--- config.mk ---
export PLATFORM = sky130hd
export DESIGN_NAME = bech32_string_encoder
export DESIGN_NICKNAME = d
export VERILOG_FILES = /design/src/hw/rtl/b32e_pkg.sv /design/src/hw/rtl/bech32_string_encoder.sv /design/src/hw/rtl/b32e_ram.sv /design/src/hw/rtl/b32e_polymod.sv
export VERILOG_INCLUDE_DIRS = /design/src /design/src/hw/rtl
export SDC_FILE = /design/constraint.sdc
export NUM_CORES = 1
export LEC_CHECK = 0
export ABC_CLOCK_PERIOD_IN_PS = 2900
export BUFFER_PORTS_ARGS = -buffer_cell sky130_fd_sc_hd__buf_2
export CELL_PAD_IN_SITES_DETAIL_PLACEMENT = 1
export CELL_PAD_IN_SITES_GLOBAL_PLACEMENT = 1
export CORE_MARGIN = 5
export CORE_UTILIZATION = 48
export DETAILED_ROUTE_END_ITERATION = 8
export PLACE_DENSITY = 0.83
export RECOVER_POWER = 50
export SETUP_SLACK_MARGIN = 0.3
export SLEW_MARGIN = 20
export SYNTH_ARGS = -nofsm -noshare
export SYNTH_HDL_FRONTEND = slang
export SYNTH_SLANG_ARGS = --single-unit
--- constraint.sdc ---
create_clock -name clk -period 2.9 [get_ports clk]
set_input_delay 0.145 -clock clk [delete_from_list [all_inputs] [get_ports clk]]
set_output_delay 0.145 -clock clk [all_outputs]
set_load 0.02 [all_outputs]
--- src/hw/rtl/assert_macros.svh ---
// Assertion macros shared by the encoder RTL.
`ifndef ASSERT_MACROS_SVH
`define ASSERT_MACROS_SVH
`ifndef SYNTHESIS
`define ASSERT_HOLDS(lbl, clk, rstn, prop, msg) \
  lbl: assert property (@(posedge clk) disable iff (!rstn) prop) else $error(msg);
`define ASSERT_NEVER(lbl, clk, rstn, expr, msg) \
  lbl: assert property (@(posedge clk) disable iff (!rstn) !(expr)) else $error(msg);
`else
`define ASSERT_HOLDS(lbl, clk, rstn, prop, msg)
`define ASSERT_NEVER(lbl, clk, rstn, expr, msg)
`endif
`endif

--- src/hw/rtl/b32e_pkg.sv ---
// Types, codes, generator constants and alphabet of the bech32 encoder.
package b32e_pkg;

  localparam int PREFIX_MAX_DEF = 63;
  localparam int CHK_W          = 30;
  localparam int SYM_W          = 5;
  localparam int CHAR_W         = 8;

  localparam logic [CHK_W-1:0] CHK_INIT = CHK_W'(1);

  localparam logic [CHK_W-1:0] GEN_POLY [SYM_W] = '{
    30'h3b6a57b2, 30'h26508e6d, 30'h1ea119fa, 30'h3d4233dd, 30'h2a1462b3
  };

  localparam logic [8*32-1:0] ALPHABET = "qpzry9x8gf2tvdw0s3jn54khce6mua7l";

  localparam logic [CHAR_W-1:0] SEP_CHAR = 8'h31;
  localparam logic [CHAR_W-1:0] UPPER_A  = 8'h41;
  localparam logic [CHAR_W-1:0] UPPER_Z  = 8'h5a;

  typedef logic [1:0] req_t;
  localparam req_t REQ_PREFIX = 2'd0;
  localparam req_t REQ_DATA   = 2'd1;
  localparam req_t REQ_FINISH = 2'd2;

  typedef logic [1:0] status_t;
  localparam status_t STAT_OK   = 2'd0;
  localparam status_t STAT_LONG = 2'd1;
  localparam status_t STAT_LATE = 2'd2;

  typedef enum logic [3:0] {
    ST_IDLE,
    ST_PREFIX,
    ST_SEP,
    ST_RD,
    ST_RPL,
    ST_BODY,
    ST_SYM,
    ST_PAD,
    ST_ZERO,
    ST_CHK
  } state_t;

  function automatic logic [CHAR_W-1:0] b32_char(input logic [SYM_W-1:0] sym);
    return ALPHABET[{~sym, 3'b000} +: CHAR_W];
  endfunction

endpackage

--- src/hw/rtl/bech32_string_encoder.sv ---
// Bech32 string encoder: prefix echo, 8-to-5 regrouping and checksum sequencer.
//
// Input channel (in_valid/in_ready): one request per item. in_req_type selects
// a prefix character, a data byte or finish; in_value carries the character or
// byte. Output channel (out_valid/out_ready): one ASCII character per item, with
// out_last on the final checksum character and out_status holding the sticky
// error code of the current string.
// The block takes one request at a time; in_ready is high only when it is idle.
// A prefix character is echoed from one state. A data byte passes a dispatch
// state and then emits one or two symbols. The first data byte or finish of a
// string first emits the separator and then reads each stored prefix character
// back from the prefix RAM, one entry at a time, to fold its low part.
// Finish emits a padding symbol when bits are left over, runs six zero steps and
// emits six checksum characters. All checksum folding goes through one shared
// step unit, one symbol per cycle while the output register is not stalled.
// Results wait in a single output register; while the receiver stalls, the
// sequencer holds in a state that emits, so no new request is taken while it waits there.
// Reset returns the checksum to one and clears the prefix count, leftover bits,
// data flag and status; the output register comes up empty.
`include "assert_macros.svh"

module bech32_string_encoder import b32e_pkg::*; #(
  parameter int PREFIX_MAX = PREFIX_MAX_DEF
) (
  input  logic              clk,
  input  logic              rst_n,
  input  logic              in_valid,
  output logic              in_ready,
  input  logic [1:0]        in_req_type,
  input  logic [CHAR_W-1:0] in_value,
  output logic              out_valid,
  input  logic              out_ready,
  output logic [CHAR_W-1:0] out_char,
  output logic              out_last,
  output logic [1:0]        out_status
);

  localparam int AW = (PREFIX_MAX > 1) ? $clog2(PREFIX_MAX) : 1;
  localparam int CW = $clog2(PREFIX_MAX + 1);

  state_t            state_r, state_nxt;
  req_t              req_r, req_nxt;
  logic [CHAR_W-1:0] val_r, val_nxt;
  logic [CHK_W-1:0]  chk_r, chk_nxt;
  logic [CW-1:0]     cnt_r, cnt_nxt;
  logic [3:0]        left_bits_r, left_bits_nxt;
  logic [2:0]        left_cnt_r, left_cnt_nxt;
  logic              started_r, started_nxt;
  status_t           status_r, status_nxt;
  logic [AW-1:0]     rep_idx_r, rep_idx_nxt;
  logic [2:0]        step_cnt_r, step_cnt_nxt;
  logic [11:0]       acc_r, acc_nxt;
  logic [3:0]        bits_r, bits_nxt;
  logic              out_valid_r, out_valid_nxt;
  logic [CHAR_W-1:0] out_char_r, out_char_nxt;
  logic              out_last_r, out_last_nxt;
  status_t           out_status_r, out_status_nxt;

  logic              out_free;
  logic              in_fire;
  logic              emit;
  logic [CHAR_W-1:0] emit_char;
  logic              emit_last;
  logic              step_en;
  logic [SYM_W-1:0]  step_sym;
  logic [CHK_W-1:0]  step_out;
  logic              ram_we;
  logic              ram_re;
  logic [SYM_W-1:0]  ram_rdata;
  logic [CHAR_W-1:0] fold_char;
  logic [11:0]       acc_shift;
  logic [SYM_W-1:0]  sym_cur;
  logic [SYM_W-1:0]  pad_sym;
  logic              rep_done;
  logic              prefix_ok;

  assign in_ready   = (state_r == ST_IDLE);
  assign in_fire    = in_valid && in_ready;
  assign out_free   = !out_valid_r || out_ready;
  assign out_valid  = out_valid_r;
  assign out_char   = out_char_r;
  assign out_last   = out_last_r;
  assign out_status = out_status_r;

  assign fold_char = ((val_r >= UPPER_A) && (val_r <= UPPER_Z)) ? (val_r | 8'h20) : val_r;
  assign acc_shift = acc_r >> (bits_r - 4'd5);
  assign sym_cur   = acc_shift[SYM_W-1:0];
  assign pad_sym   = SYM_W'({1'b0, left_bits_r} << (3'd5 - left_cnt_r));
  assign rep_done  = (({1'b0, CW'(rep_idx_r)} + (CW+1)'(1)) == {1'b0, cnt_r});
  assign prefix_ok = !started_r && (cnt_r < CW'(PREFIX_MAX));

  b32e_polymod u_polymod (
    .chk_i (chk_r),
    .sym_i (step_sym),
    .chk_o (step_out)
  );

  b32e_ram #(
    .WIDTH (SYM_W),
    .DEPTH (PREFIX_MAX)
  ) u_prefix_ram (
    .clk   (clk),
    .we    (ram_we),
    .waddr (cnt_r[AW-1:0]),
    .wdata (fold_char[SYM_W-1:0]),
    .re    (ram_re),
    .raddr (rep_idx_r),
    .rdata (ram_rdata)
  );

  always_comb begin
    state_nxt = state_r;
    unique case (state_r)
      ST_IDLE: begin
        if (in_valid) begin
          case (in_req_type) inside
            REQ_PREFIX: begin
              if (prefix_ok) begin
                state_nxt = ST_PREFIX;
              end
            end
            REQ_DATA, REQ_FINISH: begin
              state_nxt = started_r ? ST_BODY : ST_SEP;
            end
            default: ;
          endcase
        end
      end
      ST_PREFIX: begin
        if (out_free) begin
          state_nxt = ST_IDLE;
        end
      end
      ST_SEP: begin
        if (out_free) begin
          state_nxt = (cnt_r != '0) ? ST_RD : ST_BODY;
        end
      end
      ST_RD:   state_nxt = ST_RPL;
      ST_RPL:  state_nxt = rep_done ? ST_BODY : ST_RD;
      ST_BODY: state_nxt = (req_r == REQ_DATA) ? ST_SYM : ST_PAD;
      ST_SYM: begin
        if (bits_r < 4'd5) begin
          state_nxt = ST_IDLE;
        end
      end
      ST_PAD: begin
        if ((left_cnt_r == 3'd0) || out_free) begin
          state_nxt = ST_ZERO;
        end
      end
      ST_ZERO: begin
        if (step_cnt_r == 3'd5) begin
          state_nxt = ST_CHK;
        end
      end
      ST_CHK: begin
        if (out_free && (step_cnt_r == 3'd5)) begin
          state_nxt = ST_IDLE;
        end
      end
      default: state_nxt = ST_IDLE;
    endcase
  end

  always_comb begin
    emit      = 1'b0;
    emit_char = SEP_CHAR;
    emit_last = 1'b0;
    step_en   = 1'b0;
    step_sym  = '0;
    ram_we    = 1'b0;
    ram_re    = 1'b0;
    unique case (state_r)
      ST_PREFIX: begin
        emit      = out_free;
        emit_char = fold_char;
        step_en   = out_free;
        step_sym  = {2'b00, fold_char[7:5]};
        ram_we    = out_free;
      end
      ST_SEP: begin
        emit    = out_free;
        step_en = out_free;
      end
      ST_RD: ram_re = 1'b1;
      ST_RPL: begin
        step_en  = 1'b1;
        step_sym = ram_rdata;
      end
      ST_SYM: begin
        if (bits_r >= 4'd5) begin
          emit      = out_free;
          emit_char = b32_char(sym_cur);
          step_en   = out_free;
          step_sym  = sym_cur;
        end
      end
      ST_PAD: begin
        if (left_cnt_r != 3'd0) begin
          emit      = out_free;
          emit_char = b32_char(pad_sym);
          step_en   = out_free;
          step_sym  = pad_sym;
        end
      end
      ST_ZERO: step_en = 1'b1;
      ST_CHK: begin
        emit      = out_free;
        emit_char = b32_char(chk_r[CHK_W-1 -: SYM_W]);
        emit_last = (step_cnt_r == 3'd5);
      end
      default: ;
    endcase
  end

  always_comb begin
    req_nxt        = req_r;
    val_nxt        = val_r;
    chk_nxt        = step_en ? step_out : chk_r;
    cnt_nxt        = cnt_r;
    left_bits_nxt  = left_bits_r;
    left_cnt_nxt   = left_cnt_r;
    started_nxt    = started_r;
    status_nxt     = status_r;
    rep_idx_nxt    = rep_idx_r;
    step_cnt_nxt   = step_cnt_r;
    acc_nxt        = acc_r;
    bits_nxt       = bits_r;
    out_valid_nxt  = out_valid_r;
    out_char_nxt   = out_char_r;
    out_last_nxt   = out_last_r;
    out_status_nxt = out_status_r;

    case (state_r)
      ST_IDLE: begin
        if (in_fire) begin
          req_nxt = in_req_type;
          val_nxt = in_value;
          if ((in_req_type == REQ_PREFIX) && (status_r == STAT_OK)) begin
            if (started_r) begin
              status_nxt = STAT_LATE;
            end else if (!prefix_ok) begin
              status_nxt = STAT_LONG;
            end
          end
        end
      end
      ST_PREFIX: begin
        if (emit) begin
          cnt_nxt = cnt_r + CW'(1);
        end
      end
      ST_SEP: rep_idx_nxt = '0;
      ST_RPL: rep_idx_nxt = rep_idx_r + AW'(1);
      ST_BODY: begin
        started_nxt  = 1'b1;
        acc_nxt      = {left_bits_r, val_r};
        bits_nxt     = {1'b0, left_cnt_r} + 4'd8;
        step_cnt_nxt = '0;
      end
      ST_SYM: begin
        if (bits_r >= 4'd5) begin
          if (emit) begin
            bits_nxt = bits_r - 4'd5;
          end
        end else begin
          left_cnt_nxt  = bits_r[2:0];
          left_bits_nxt = acc_r[3:0] & ~(4'hf << bits_r[2:0]);
        end
      end
      ST_ZERO: begin
        step_cnt_nxt = step_cnt_r + 3'd1;
        if (step_cnt_r == 3'd5) begin
          chk_nxt      = step_out ^ CHK_INIT;
          step_cnt_nxt = '0;
        end
      end
      ST_CHK: begin
        if (emit) begin
          chk_nxt      = {chk_r[CHK_W-SYM_W-1:0], {SYM_W{1'b0}}};
          step_cnt_nxt = step_cnt_r + 3'd1;
          if (emit_last) begin
            chk_nxt       = CHK_INIT;
            cnt_nxt       = '0;
            left_bits_nxt = '0;
            left_cnt_nxt  = '0;
            started_nxt   = 1'b0;
            status_nxt    = STAT_OK;
          end
        end
      end
      default: ;
    endcase

    if (emit) begin
      out_valid_nxt  = 1'b1;
      out_char_nxt   = emit_char;
      out_last_nxt   = emit_last;
      out_status_nxt = status_r;
    end else if (out_ready) begin
      out_valid_nxt = 1'b0;
    end
  end

  always_ff @(posedge clk) begin
    if (!rst_n) begin
      state_r     <= ST_IDLE;
      chk_r       <= CHK_INIT;
      cnt_r       <= '0;
      left_bits_r <= '0;
      left_cnt_r  <= '0;
      started_r   <= 1'b0;
      status_r    <= STAT_OK;
      step_cnt_r  <= '0;
      out_valid_r <= 1'b0;
    end else begin
      state_r     <= state_nxt;
      chk_r       <= chk_nxt;
      cnt_r       <= cnt_nxt;
      left_bits_r <= left_bits_nxt;
      left_cnt_r  <= left_cnt_nxt;
      started_r   <= started_nxt;
      status_r    <= status_nxt;
      step_cnt_r  <= step_cnt_nxt;
      out_valid_r <= out_valid_nxt;
    end
  end

  always_ff @(posedge clk) begin
    req_r        <= req_nxt;
    val_r        <= val_nxt;
    rep_idx_r    <= rep_idx_nxt;
    acc_r        <= acc_nxt;
    bits_r       <= bits_nxt;
    out_char_r   <= out_char_nxt;
    out_last_r   <= out_last_nxt;
    out_status_r <= out_status_nxt;
  end

  `ASSERT_NEVER(a_cnt_bound, clk, rst_n, cnt_r > CW'(PREFIX_MAX), "prefix count past limit")
  `ASSERT_NEVER(a_left_bound, clk, rst_n, left_cnt_r > 3'd4, "leftover count above four")
  `ASSERT_NEVER(a_store_after_data, clk, rst_n, ram_we && started_r, "prefix stored after data")
  `ASSERT_HOLDS(a_clear_after_last, clk, rst_n, (emit && emit_last) |=> ((chk_r == CHK_INIT) && (cnt_r == '0) && !started_r && (status_r == STAT_OK)), "string state not cleared after last character")

endmodule

--- src/hw/rtl/b32e_ram.sv ---
// Generic single-port-write RAM with registered read.
module b32e_ram #(
  parameter int WIDTH = 8,
  parameter int DEPTH = 16,
  localparam int AW = (DEPTH > 1) ? $clog2(DEPTH) : 1
) (
  input  logic             clk,
  input  logic             we,
  input  logic [AW-1:0]    waddr,
  input  logic [WIDTH-1:0] wdata,
  input  logic             re,
  input  logic [AW-1:0]    raddr,
  output logic [WIDTH-1:0] rdata
);

  logic [WIDTH-1:0] mem [DEPTH];

  always_ff @(posedge clk) begin
    if (we) begin
      mem[waddr] <= wdata;
    end
    if (re) begin
      rdata <= mem[raddr];
    end
  end

endmodule

--- src/hw/rtl/b32e_polymod.sv ---
// One bech32 checksum step: shift in a 5-bit symbol and fold in the generator.
module b32e_polymod import b32e_pkg::*; (
  input  logic [CHK_W-1:0] chk_i,
  input  logic [SYM_W-1:0] sym_i,
  output logic [CHK_W-1:0] chk_o
);

  always_comb begin
    chk_o = {chk_i[CHK_W-SYM_W-1:0], sym_i};
    for (int j = 0; j < SYM_W; j++) begin
      if (chk_i[CHK_W-SYM_W+j]) begin
        chk_o = chk_o ^ GEN_POLY[j];
      end
    end
  end

endmodule

==> results.toml, run 1 <==
[place]
dpl.hpwl_um = 35710
dp_slack_ps = 30.68
postPlaceCellArea_sq_um = 20550
io_buffers = 26
place_congestion = 0.9046

[timing]
tightest_slew_ps = 1558
layout_setup_ws_ps = 70.57
fin_crit_sh = 0.9757
grt_setup_unrepaired = "true"
finalSetupViolCount = 0
final-hold-violation-count = 0
fin_worst_skew_ps = 32.04
fin_crit_ps = 2829
max-slew-margin-rel = -0.03889
timing.final.max_slew_violations = 66
hold_ws_ps = 81.67
fmax_mhz = 353.4

[outcome]
violations = "capacitance limit, slew limit"
outcome = "finished, violations left"

[routing]
routed-wl-met2_um = 31110
ant_nets = 0
dr.pass1.iters = 5
vias = 13420
viasPerCell = 6.527
avgRoutedWirePerCell_um = 29.52
drc_errors = 0
wl_um = 60700
drt-initial-drc-count = 1601
topRoutingLayerUsed = "met5"
dr_wl_met3_um = 4166
met1_length_um = 22120

[floorplanning]
fp.dieW_um = 211.4
pin_count = 27
core_sq_um = 39910
start_util = 0.4875
rows = 73
die_h_um = 211.4
die_area_sq_um = 44670

[clock_network]
cts_root_buf = "clkbuf_16"
cts_tree = "done"
htree_levels = 2
numCtsBuffers = 43
ctsLongestPathBuffers = 3
cts.sinks = 417
clock_latency_ps = 600
clk_pin_slew_ps = 70

[grt]
antenna_found_initial = 1
grt_first_pass_wirelength_um = 89090
gr-total-overflow = 0
grt.total_usage = 0.2622
grt_max_degree = 67
grt_pass1_vias = 14100

[worst_setup_path]
crit_fanout = 13
cp.required_ps = 3410
ff2ff_path_depth = 6
critPathLaunchType = "flop"
worstPathArrival_ps = 3340
cp-end-kind = "flop"
critPathKind = "flop to flop"

[synthesis]
ys_seq_elements = 417
yosysWarnings = 0
syn_area_sq_um = 19460
ys_seq_area_frac = 0.6157
synth_edf_count = 363
syn_avg_cell_area_sq_um = 13.98
syn_inst = 1392
synth-async-reset-ratio = 0
synth_nets = 1416
synth_flop_cell = "edfxtp_1"
ys_types = 79

[final_layout]
finalNetCount = 1524
seq_area_sq_um = 11980
layout-drive-gt1-share = 0.2606
syn2layout_area_growth_pct = 17.73
multiInputGateArea_sq_um = 7391
final_area_sq_um = 22910
nFillCells = 3792
antennaDiodeCount = 0
utilization = 0.5740

[job]
drv_cap = 1

[power]
combPwrFrac = 0.394
total_power_uw = 22140
power.density_nw_per_um2 = 966.5
power_frac_seq = 0.361
switching_share = 0.3505
switching_power_uw = 7761
max-vdd-ir-drop_mv = 0.5610
pwr-share-clk = 0.246
leakage_uw = 0.007289
internal_power_uw = 14380

[hold_path]
hold_path_class = "input pin to flop"
hold_depth = 3
[per-stage QoR]
| stage | setup TNS (ps) | std cells |
|---|---|---|
| floorplan | -56.59 | 1392 |
| global placement | 0 | 1931 |
| detailed placement | 0 | 1931 |
| CTS | 0 | 2045 |
| global route | -26.08 | 2056 |
| finish | 0 | 2056 |
[cells in the mapped netlist (3+ instances only)]
master / n / area [sq um]
a211oi_1: 11 / 82.58
a21o_1: 5 / 37.54
a21oi_1: 84 / 420.4
a221oi_1: 7 / 61.31
a222oi_1: 3 / 30.03
a22oi_1: 5 / 37.54
a31oi_1: 12 / 75.07
and2_1: 5 / 31.28
and3_1: 7 / 43.79
buf_1: 6 / 22.52
buf_2: 13 / 65.06
buf_6: 5 / 56.30
clkbuf_1: 63 / 236.5
dfxtp_1: 54 / 1081
edfxtp_1: 363 / 10900
ha_1: 10 / 125.1
inv_1: 26 / 97.59
mux2i_1: 19 / 190.2
mux4_1: 6 / 157.7
mux4_2: 104 / 2342
nand2_1: 85 / 319.1
nand2b_1: 13 / 81.33
nand3_1: 37 / 185.2
nand3b_1: 8 / 60.06
nand4_1: 8 / 50.05
nor2_1: 135 / 506.7
nor2b_1: 13 / 81.33
nor3_1: 26 / 130.1
o2111ai_1: 7 / 61.31
o211ai_1: 19 / 142.6
o21a_1: 18 / 135.1
o21ai_0: 75 / 375.4
o21ai_1: 4 / 20.02
o221a_2: 4 / 45.04
o22ai_1: 3 / 18.77
o311ai_0: 3 / 26.28
o31a_1: 3 / 26.28
o31ai_1: 5 / 37.54
or2_2: 3 / 18.77
or3_1: 4 / 25.02
xnor2_1: 44 / 385.4
xor2_1: 20 / 175.2
[worst max-delay path: stages, from the launching register on]
cell	delay [ps]
dfxtp_2	490
and4bb_1	640
nand2_1	290
a21oi_1	370
nand4_1	290
or3_1	410
a21oi_1	230
[registers in the layout, indices dropped and copies added (netlist names)]
signal,cells
out_status,2
step_cnt_r,3
chk_r,30
acc_r,12
state_r,4
left_cnt_r,3
u_prefix_ram.rdata,5
left_bits_r,4
out_char,8
u_prefix_ram.mem,315
cnt_r,6
val_r,8
req_r,2
out_valid,1
rep_idx_r,6
out_last,1
status_r,2
started_r,1
bits_r,4
[cell usage in the layout, fill, tap and decap left out, drive strengths merged, types with 30 or more instances in the layout]
cell / instances
edfxtp: 363
nor2: 135
buf: 111
mux4: 110
nand2: 86
clkbuf: 86
a21oi: 84
o21ai: 79
dfxtp: 54
xnor2: 44
nand3: 37
inv: 30
[kinds of logic after synthesis]
| family | share of synthesized area |
|---|---|
| xor+xnor | 0.03022 |
| fa+ha+maj | 0.007008 |
| mux | 0.1396 |
| buf+inv | 0.02720 |
| flops | 0.6157 |
| simple gates | 0.08642 |
| compound gates | 0.09387 |
[final timing paths]
| path | slack [ps] | start | endpoint |
|---|---|---|---|
| setup reg to reg | 70 | state_r[0] | cnt_r[5] |
| hold / removal | 80 | rst_n | chk_r[23] |
| setup / recovery | 70 | state_r[0] | cnt_r[5] |
| hold reg to reg | 460 | val_r[7] | acc_r[7] |
[layer usage]
metal,vias up,GRT usage
met3,205,0.04638
li1,5640,-
met5,-,0
met4,2,0.1135
met2,696,0.4566
met1,6877,0.3232
[what timing repair did]
action                                 in CTS  in global routing
resized for setup                          90                 56
setup endpoints to repair                 292                362
cloned                                      7                  1
buffers inserted                           21                 10
pin swaps                                  21                 17
endpoints found under the hold margin      10                  0
hold buffers                               10                  0
[power by group through the flow]
stage / registers (uW) / logic [uW] / clock network [uW]
3_3_place_gp: 7980 / 6930 / 0
3_5_place_dp: 8030 / 7270 / 0
2_1_floorplan: 7950 / 4900 / 0
6_report: 7990 / 8720 / 5440
5_1_grt: 8020 / 9140 / 5790
4_1_cts: 7940 / 8360 / 5430
[area by class of cell]
class,instances,area share
clock buffer,54,0.04921
clock inverter,22,0.008793
inverter,26,0.004369
multi-input combinational,857,0.3226
sequential,417,0.5231
tap,525,0.02867
timing repair buffer,155,0.06330
(Power assumes the default switching activity.)
==> inputs of run 2 (changes only) <==
Settings changed: PLACE_DENSITY 0.83 to not set, PLACE_DENSITY_LB_ADDON set to 0.25.
==> results.toml, run 2 (synthesis gave the netlist of run 1 again) <==
[final_layout]
layout_common_cells = "363 x edfxtp_1, 111 x nor2_1, 107 x mux4_2"
final_area_sq_um = 22620
finalNetCount = 1517
reg_top3 = "u_prefix_ram.mem x315, chk_r x30, acc_r x12"
syn2layout_area_growth_pct = 16.22
mostFrequentLayoutCell = "edfxtp_1"
largest_reg_flops = 315
layout-drive-gt1-share = 0.2361
top_register = "u_prefix_ram.mem"
final_cells = 2055

[worst_setup_path]
rr_startpoint = "left_bits_r[0]"
ff2ff_path_depth = 8
rrSetupSlack_ps = 170
worstPathArrival_ps = 3050
critPathKind = "flop to flop"
cpMostUsedCell = "o211ai_1"
cp_cell_sequence = "clkbuf_1 > nor2b_1 > o32a_1 > o21ai_0 > o211ai_1 > o211ai_1 > and3_1 > o31ai_1"
critPathLaunchType = "flop"
crit_fanout = 17
crit_family = "compound AO/OA/AOI/OAI gates"
r2r-end = "out_char[0]"
cp.required_ps = 3210
max_stage_delay_ps = 570
cp-end-kind = "flop"
cp_slowest_cell = "clkbuf_1"
crit_buf_inv = 1

[routing]
viasPerCell = 6.109
vias = 12550
drt-initial-drc-count = 978
avgRoutedWirePerCell_um = 25.79
wl_um = 53010
dr.pass1.iters = 5
drc_errors = 0
ant_nets = 0

[timing]
max-slew-margin-rel = 0.01147
fin_worst_skew_ps = 13.55
layout_setup_ws_ps = 168.9
fmax_mhz = 366.2
tns_ps = 0
timing.final.max_slew_violations = 0
fin_crit_sh = 0.9417
tightest_slew_ps = 1483
final-hold-violation-count = 0
finalSetupViolCount = 0
grt_setup_unrepaired = "true"
fin_crit_ps = 2731

[place]
postPlaceCellArea_sq_um = 20530
dpl.hpwl_um = 34070
io_buffers = 26
dp.cells = 1930
place_congestion = 0.8783
dp_slack_ps = 37.88

[job]
drv_cap = 0

[floorplanning]
rows = 73
die_h_um = 211.4
fp.dieW_um = 211.4
die_area_sq_um = 44670
start_util = 0.4875
core_sq_um = 39910
pin_count = 27

[hold_path]
worstHoldEndpoint = "chk_r[16]"
hold_depth = 3
min-delay-start = "rst_n"
hold_path_class = "input pin to flop"

[grt]
gr-total-overflow = 0
grtUsageMet1 = 0.3012
antenna_found_initial = 1
busiest_layer = "met2"
globalRouteMet3Util = 0.03942
grt_first_pass_wirelength_um = 80800
grt.total_usage = 0.2353
met2_usage = 0.4106
grt_max_degree = 68
grt_pass1_vias = 13290

[clock_network]
cts_root_buf = "clkbuf_16"
cts.sinks = 417
clk_pin_slew_ps = 60
numCtsBuffers = 44
ctsLongestPathBuffers = 3
clock_latency_ps = 570
htree_levels = 2
cts_tree = "done"

[power]
leakage_uw = 0.007218
power.density_nw_per_um2 = 952.7
max-vdd-ir-drop_mv = 0.5871

[outcome]
outcome = "finished, final reports clean"
## run 2: cell count changes in the layout (fill, tap and decap cells not counted), sizes merged, moves of 2 or more
cell / delta
buf: -9
clkbuf: +3
clkinv: +5
clkinvlp: +2
inv: -2
## run 2: worst reg2reg max path, cell delays in order (launching register included)
cell and delay [ps]:
dfxtp_1 330, clkbuf_1 570, nor2b_1 210, o32a_1 400, o21ai_0 360, o211ai_1 160, o211ai_1 130, and3_1 240
o31ai_1 90
## run 2: how the worst max path moves through the flow
stage	start	cells past startpoint	slack, ps	endpoint
after CTS	bits_r[0]	9	180	out_char[6]
after floorplan	bits_r[0]	13	-60	out_char[6]
after detailed placement	bits_r[1]	9	40	out_char[6]
after global routing	left_bits_r[0]	8	50	out_char[0]
final	left_bits_r[0]	8	170	out_char[0]
after global placement	bits_r[1]	9	120	out_char[6]
## run 2: layout make-up
type                    instances  area, sq um
inverters                      26        100.1
clock buffers                  56         1146
repair buffers                147         1361
well taps                     525        656.9
multi-input cells             857         7184
flip-flops and latches        417        11980
clock inverters                26        182.7
diodes                          1        2.502
fillers                      3814        17300
## run 2: report_power, final
part | switching [uW] | internal [uW]
logic | 4390 | 3990
clock network | 2380 | 2910
registers | 505 | 7370
## run 2: what timing repair did
| action | in CTS | in global routing |
|---|---|---|
| setup buffers | 14 | 8 |
| cloned | 7 | 3 |
| setup endpoints to repair | 125 | 242 |
| hold endpoints to repair | 10 | 0 |
| pin swaps | 11 | 18 |
| hold buffers | 10 | 0 |
| resized for setup | 46 | 39 |
## run 2: layer usage
metal / vias to the layer above / share of wire
li1: 5629 / -
met1: 6498 / 0.41
met2: 329 / 0.51
met3: 97 / 0.045
met4: 0 / 0.031
met5: - / 0
## run 2: per-stage QoR
step / utilization / total power [uW] / hold WS [ps]
after floorplan: - / 12860 / 243.9
after global placement: 0.5142 / 14970 / 324.2
after detailed placement: 0.5142 / 15200 / 324.6
after CTS: 0.5614 / 21290 / 48.63
after global routing: 0.5666 / 22500 / 74.63
final: 0.5666 / 21540 / 80.01
==> inputs of run 3 (changes only) <==
Settings changed: CTS_CLUSTER_SIZE set to 24, MAX_ROUTING_LAYER set to met4.
==> results.toml, run 3 (synthesis gave the netlist of run 1 again) <==
[timing]
tns_ps = 0
timing.final.max_slew_violations = 0
tightest_slew_ps = 1492
fin_worst_skew_ps = 14.25
max-slew-margin-rel = 0.005249
final-hold-violation-count = 0
grt_setup_unrepaired = "true"
finalSetupViolCount = 0
fin_crit_ps = 2810
fin_crit_sh = 0.9691
fmax_mhz = 355.8

[clock_network]
cts_tree = "done"
clk_pin_slew_ps = 60
clock_latency_ps = 570
numCtsBuffers = 44
cts.sinks = 417
htree_levels = 2
cts_root_buf = "clkbuf_16"
ctsLongestPathBuffers = 3

[power]
max-vdd-ir-drop_mv = 0.6217
leakage_uw = 0.007269
power.density_nw_per_um2 = 947.5

[final_layout]
largest_reg_flops = 315
layout-drive-gt1-share = 0.2374
layout_common_cells = "363 x edfxtp_1, 106 x mux4_2, 105 x nor2_1"
nFillCells = 3816
reg_top3 = "u_prefix_ram.mem x315, chk_r x30, acc_r x12"
antennaDiodeCount = 0
syn2layout_area_growth_pct = 16.41
top_register = "u_prefix_ram.mem"
mostFrequentLayoutCell = "edfxtp_1"
finalNetCount = 1523
final_cells = 2058
utilization = 0.5676

[routing]
dr.pass1.iters = 5
avgRoutedWirePerCell_um = 26.01
viasPerCell = 6.176
drt-initial-drc-count = 1148
vias = 12710
drc_errors = 0
ant_nets = 0
wl_um = 53540

[grt]
gr-total-overflow = 0
grt.total_usage = 0.2464
grt_pass1_vias = 13250
antenna_found_initial = 0
grt_first_pass_wirelength_um = 82190
grt_max_degree = 68

[outcome]
outcome = "finished, violations left"
violations = "capacitance limit"

[worst_setup_path]
worstPathArrival_ps = 3230
critPathLaunchType = "flop"
cp-end-kind = "flop"
cp.required_ps = 3320
crit_fanout = 7
critPathKind = "flop to flop"

[place]
place_congestion = 0.8808
dp.cells = 1931
io_buffers = 26
dpl.hpwl_um = 34320

[floorplanning]
die_h_um = 211.4
rows = 73
fp.dieW_um = 211.4
core_sq_um = 39910
die_area_sq_um = 44670
start_util = 0.4875
pin_count = 27

[job]
drv_cap = 1

[hold_path]
hold_path_class = "input pin to flop"
run 3: changes by cell type in the layout (fill, tap and decap cells not counted), sizes merged:
| cell | delta |
|---|---|
| clkdlybuf4s15 | -1 |
| clkbuf | +3 |
| clkinv | +1 |
| clkinvlp | -3 |
| inv | -1 |
| diode | -1 |
| bufbuf | +1 |
| buf | +4 |
run 3: metrics by stage:
stage                     cell area, sq um  power [uW]  hold slack, ps  worst slack, ps
after detailed placement             20530       15220           323.8            57.81
after CTS                            22410       21290           56.54            180.3
after global placement               20530       14980           323.5            112.1
after global routing                 22650       22420           77.89           -30.70
final                                22650       21460           80.78            89.59
after floorplan                      19490       12860           243.9           -56.59
run 3: critical path, stage by stage (launching register included):
cell      delay (ps)
edfxtp_1         410
inv_4             70
ha_4             330
mux4_2           530
mux2i_2          210
nor2_2           100
or2_4            290
maj3_2           290
a221o_1          350
o211ai_2          70
run 3: what timing repair did:
action                     CTS  global route
hold buffers                10             0
setup endpoints to repair  138           259
hold endpoints to repair    10             0
gates cloned                 6             4
gates resized for setup     48            35
buffers inserted            17            10
pin swaps                   10            11
run 3: power by group:
group	total, uW	switching, uW	internal, uW
registers	7820	456	7370
logic	8360	4380	3990
clock network	5280	2360	2920
run 3: layout make-up:
cell class | count | area, sq um | area share
Clock buffer | 57 | 1160 | 0.05120
Clock inverter | 23 | 151.4 | 0.006683
Inverter | 26 | 100.1 | 0.004418
Multi-Input combinational cell | 857 | 7187 | 0.3172
Sequential cell | 417 | 11980 | 0.5289
Tap cell | 525 | 656.9 | 0.02900
Timing Repair Buffer | 153 | 1416 | 0.06252
run 3: path summary, 6_finish.rpt:
| kind | start | to | slack (ps) | cells past startpoint |
|---|---|---|---|---|
| max reg2reg | bits_r[0] | out_char[6] | 90 | 9 |
| min reg2reg | val_r[5] | acc_r[5] | 460 | 0 |
| max | bits_r[0] | out_char[6] | 90 | 9 |
| min | rst_n | chk_r[22] | 80 | 3 |
run 3: metal layers:
layer | track usage | up-vias | part of all wire
met4 | 0.09085 | 0 | 0.041
met3 | 0.02993 | 129 | 0.050
li1 | - | 5648 | -
met2 | 0.4081 | 399 | 0.51
met5 | - | - | 0
met1 | 0.3163 | 6535 | 0.40
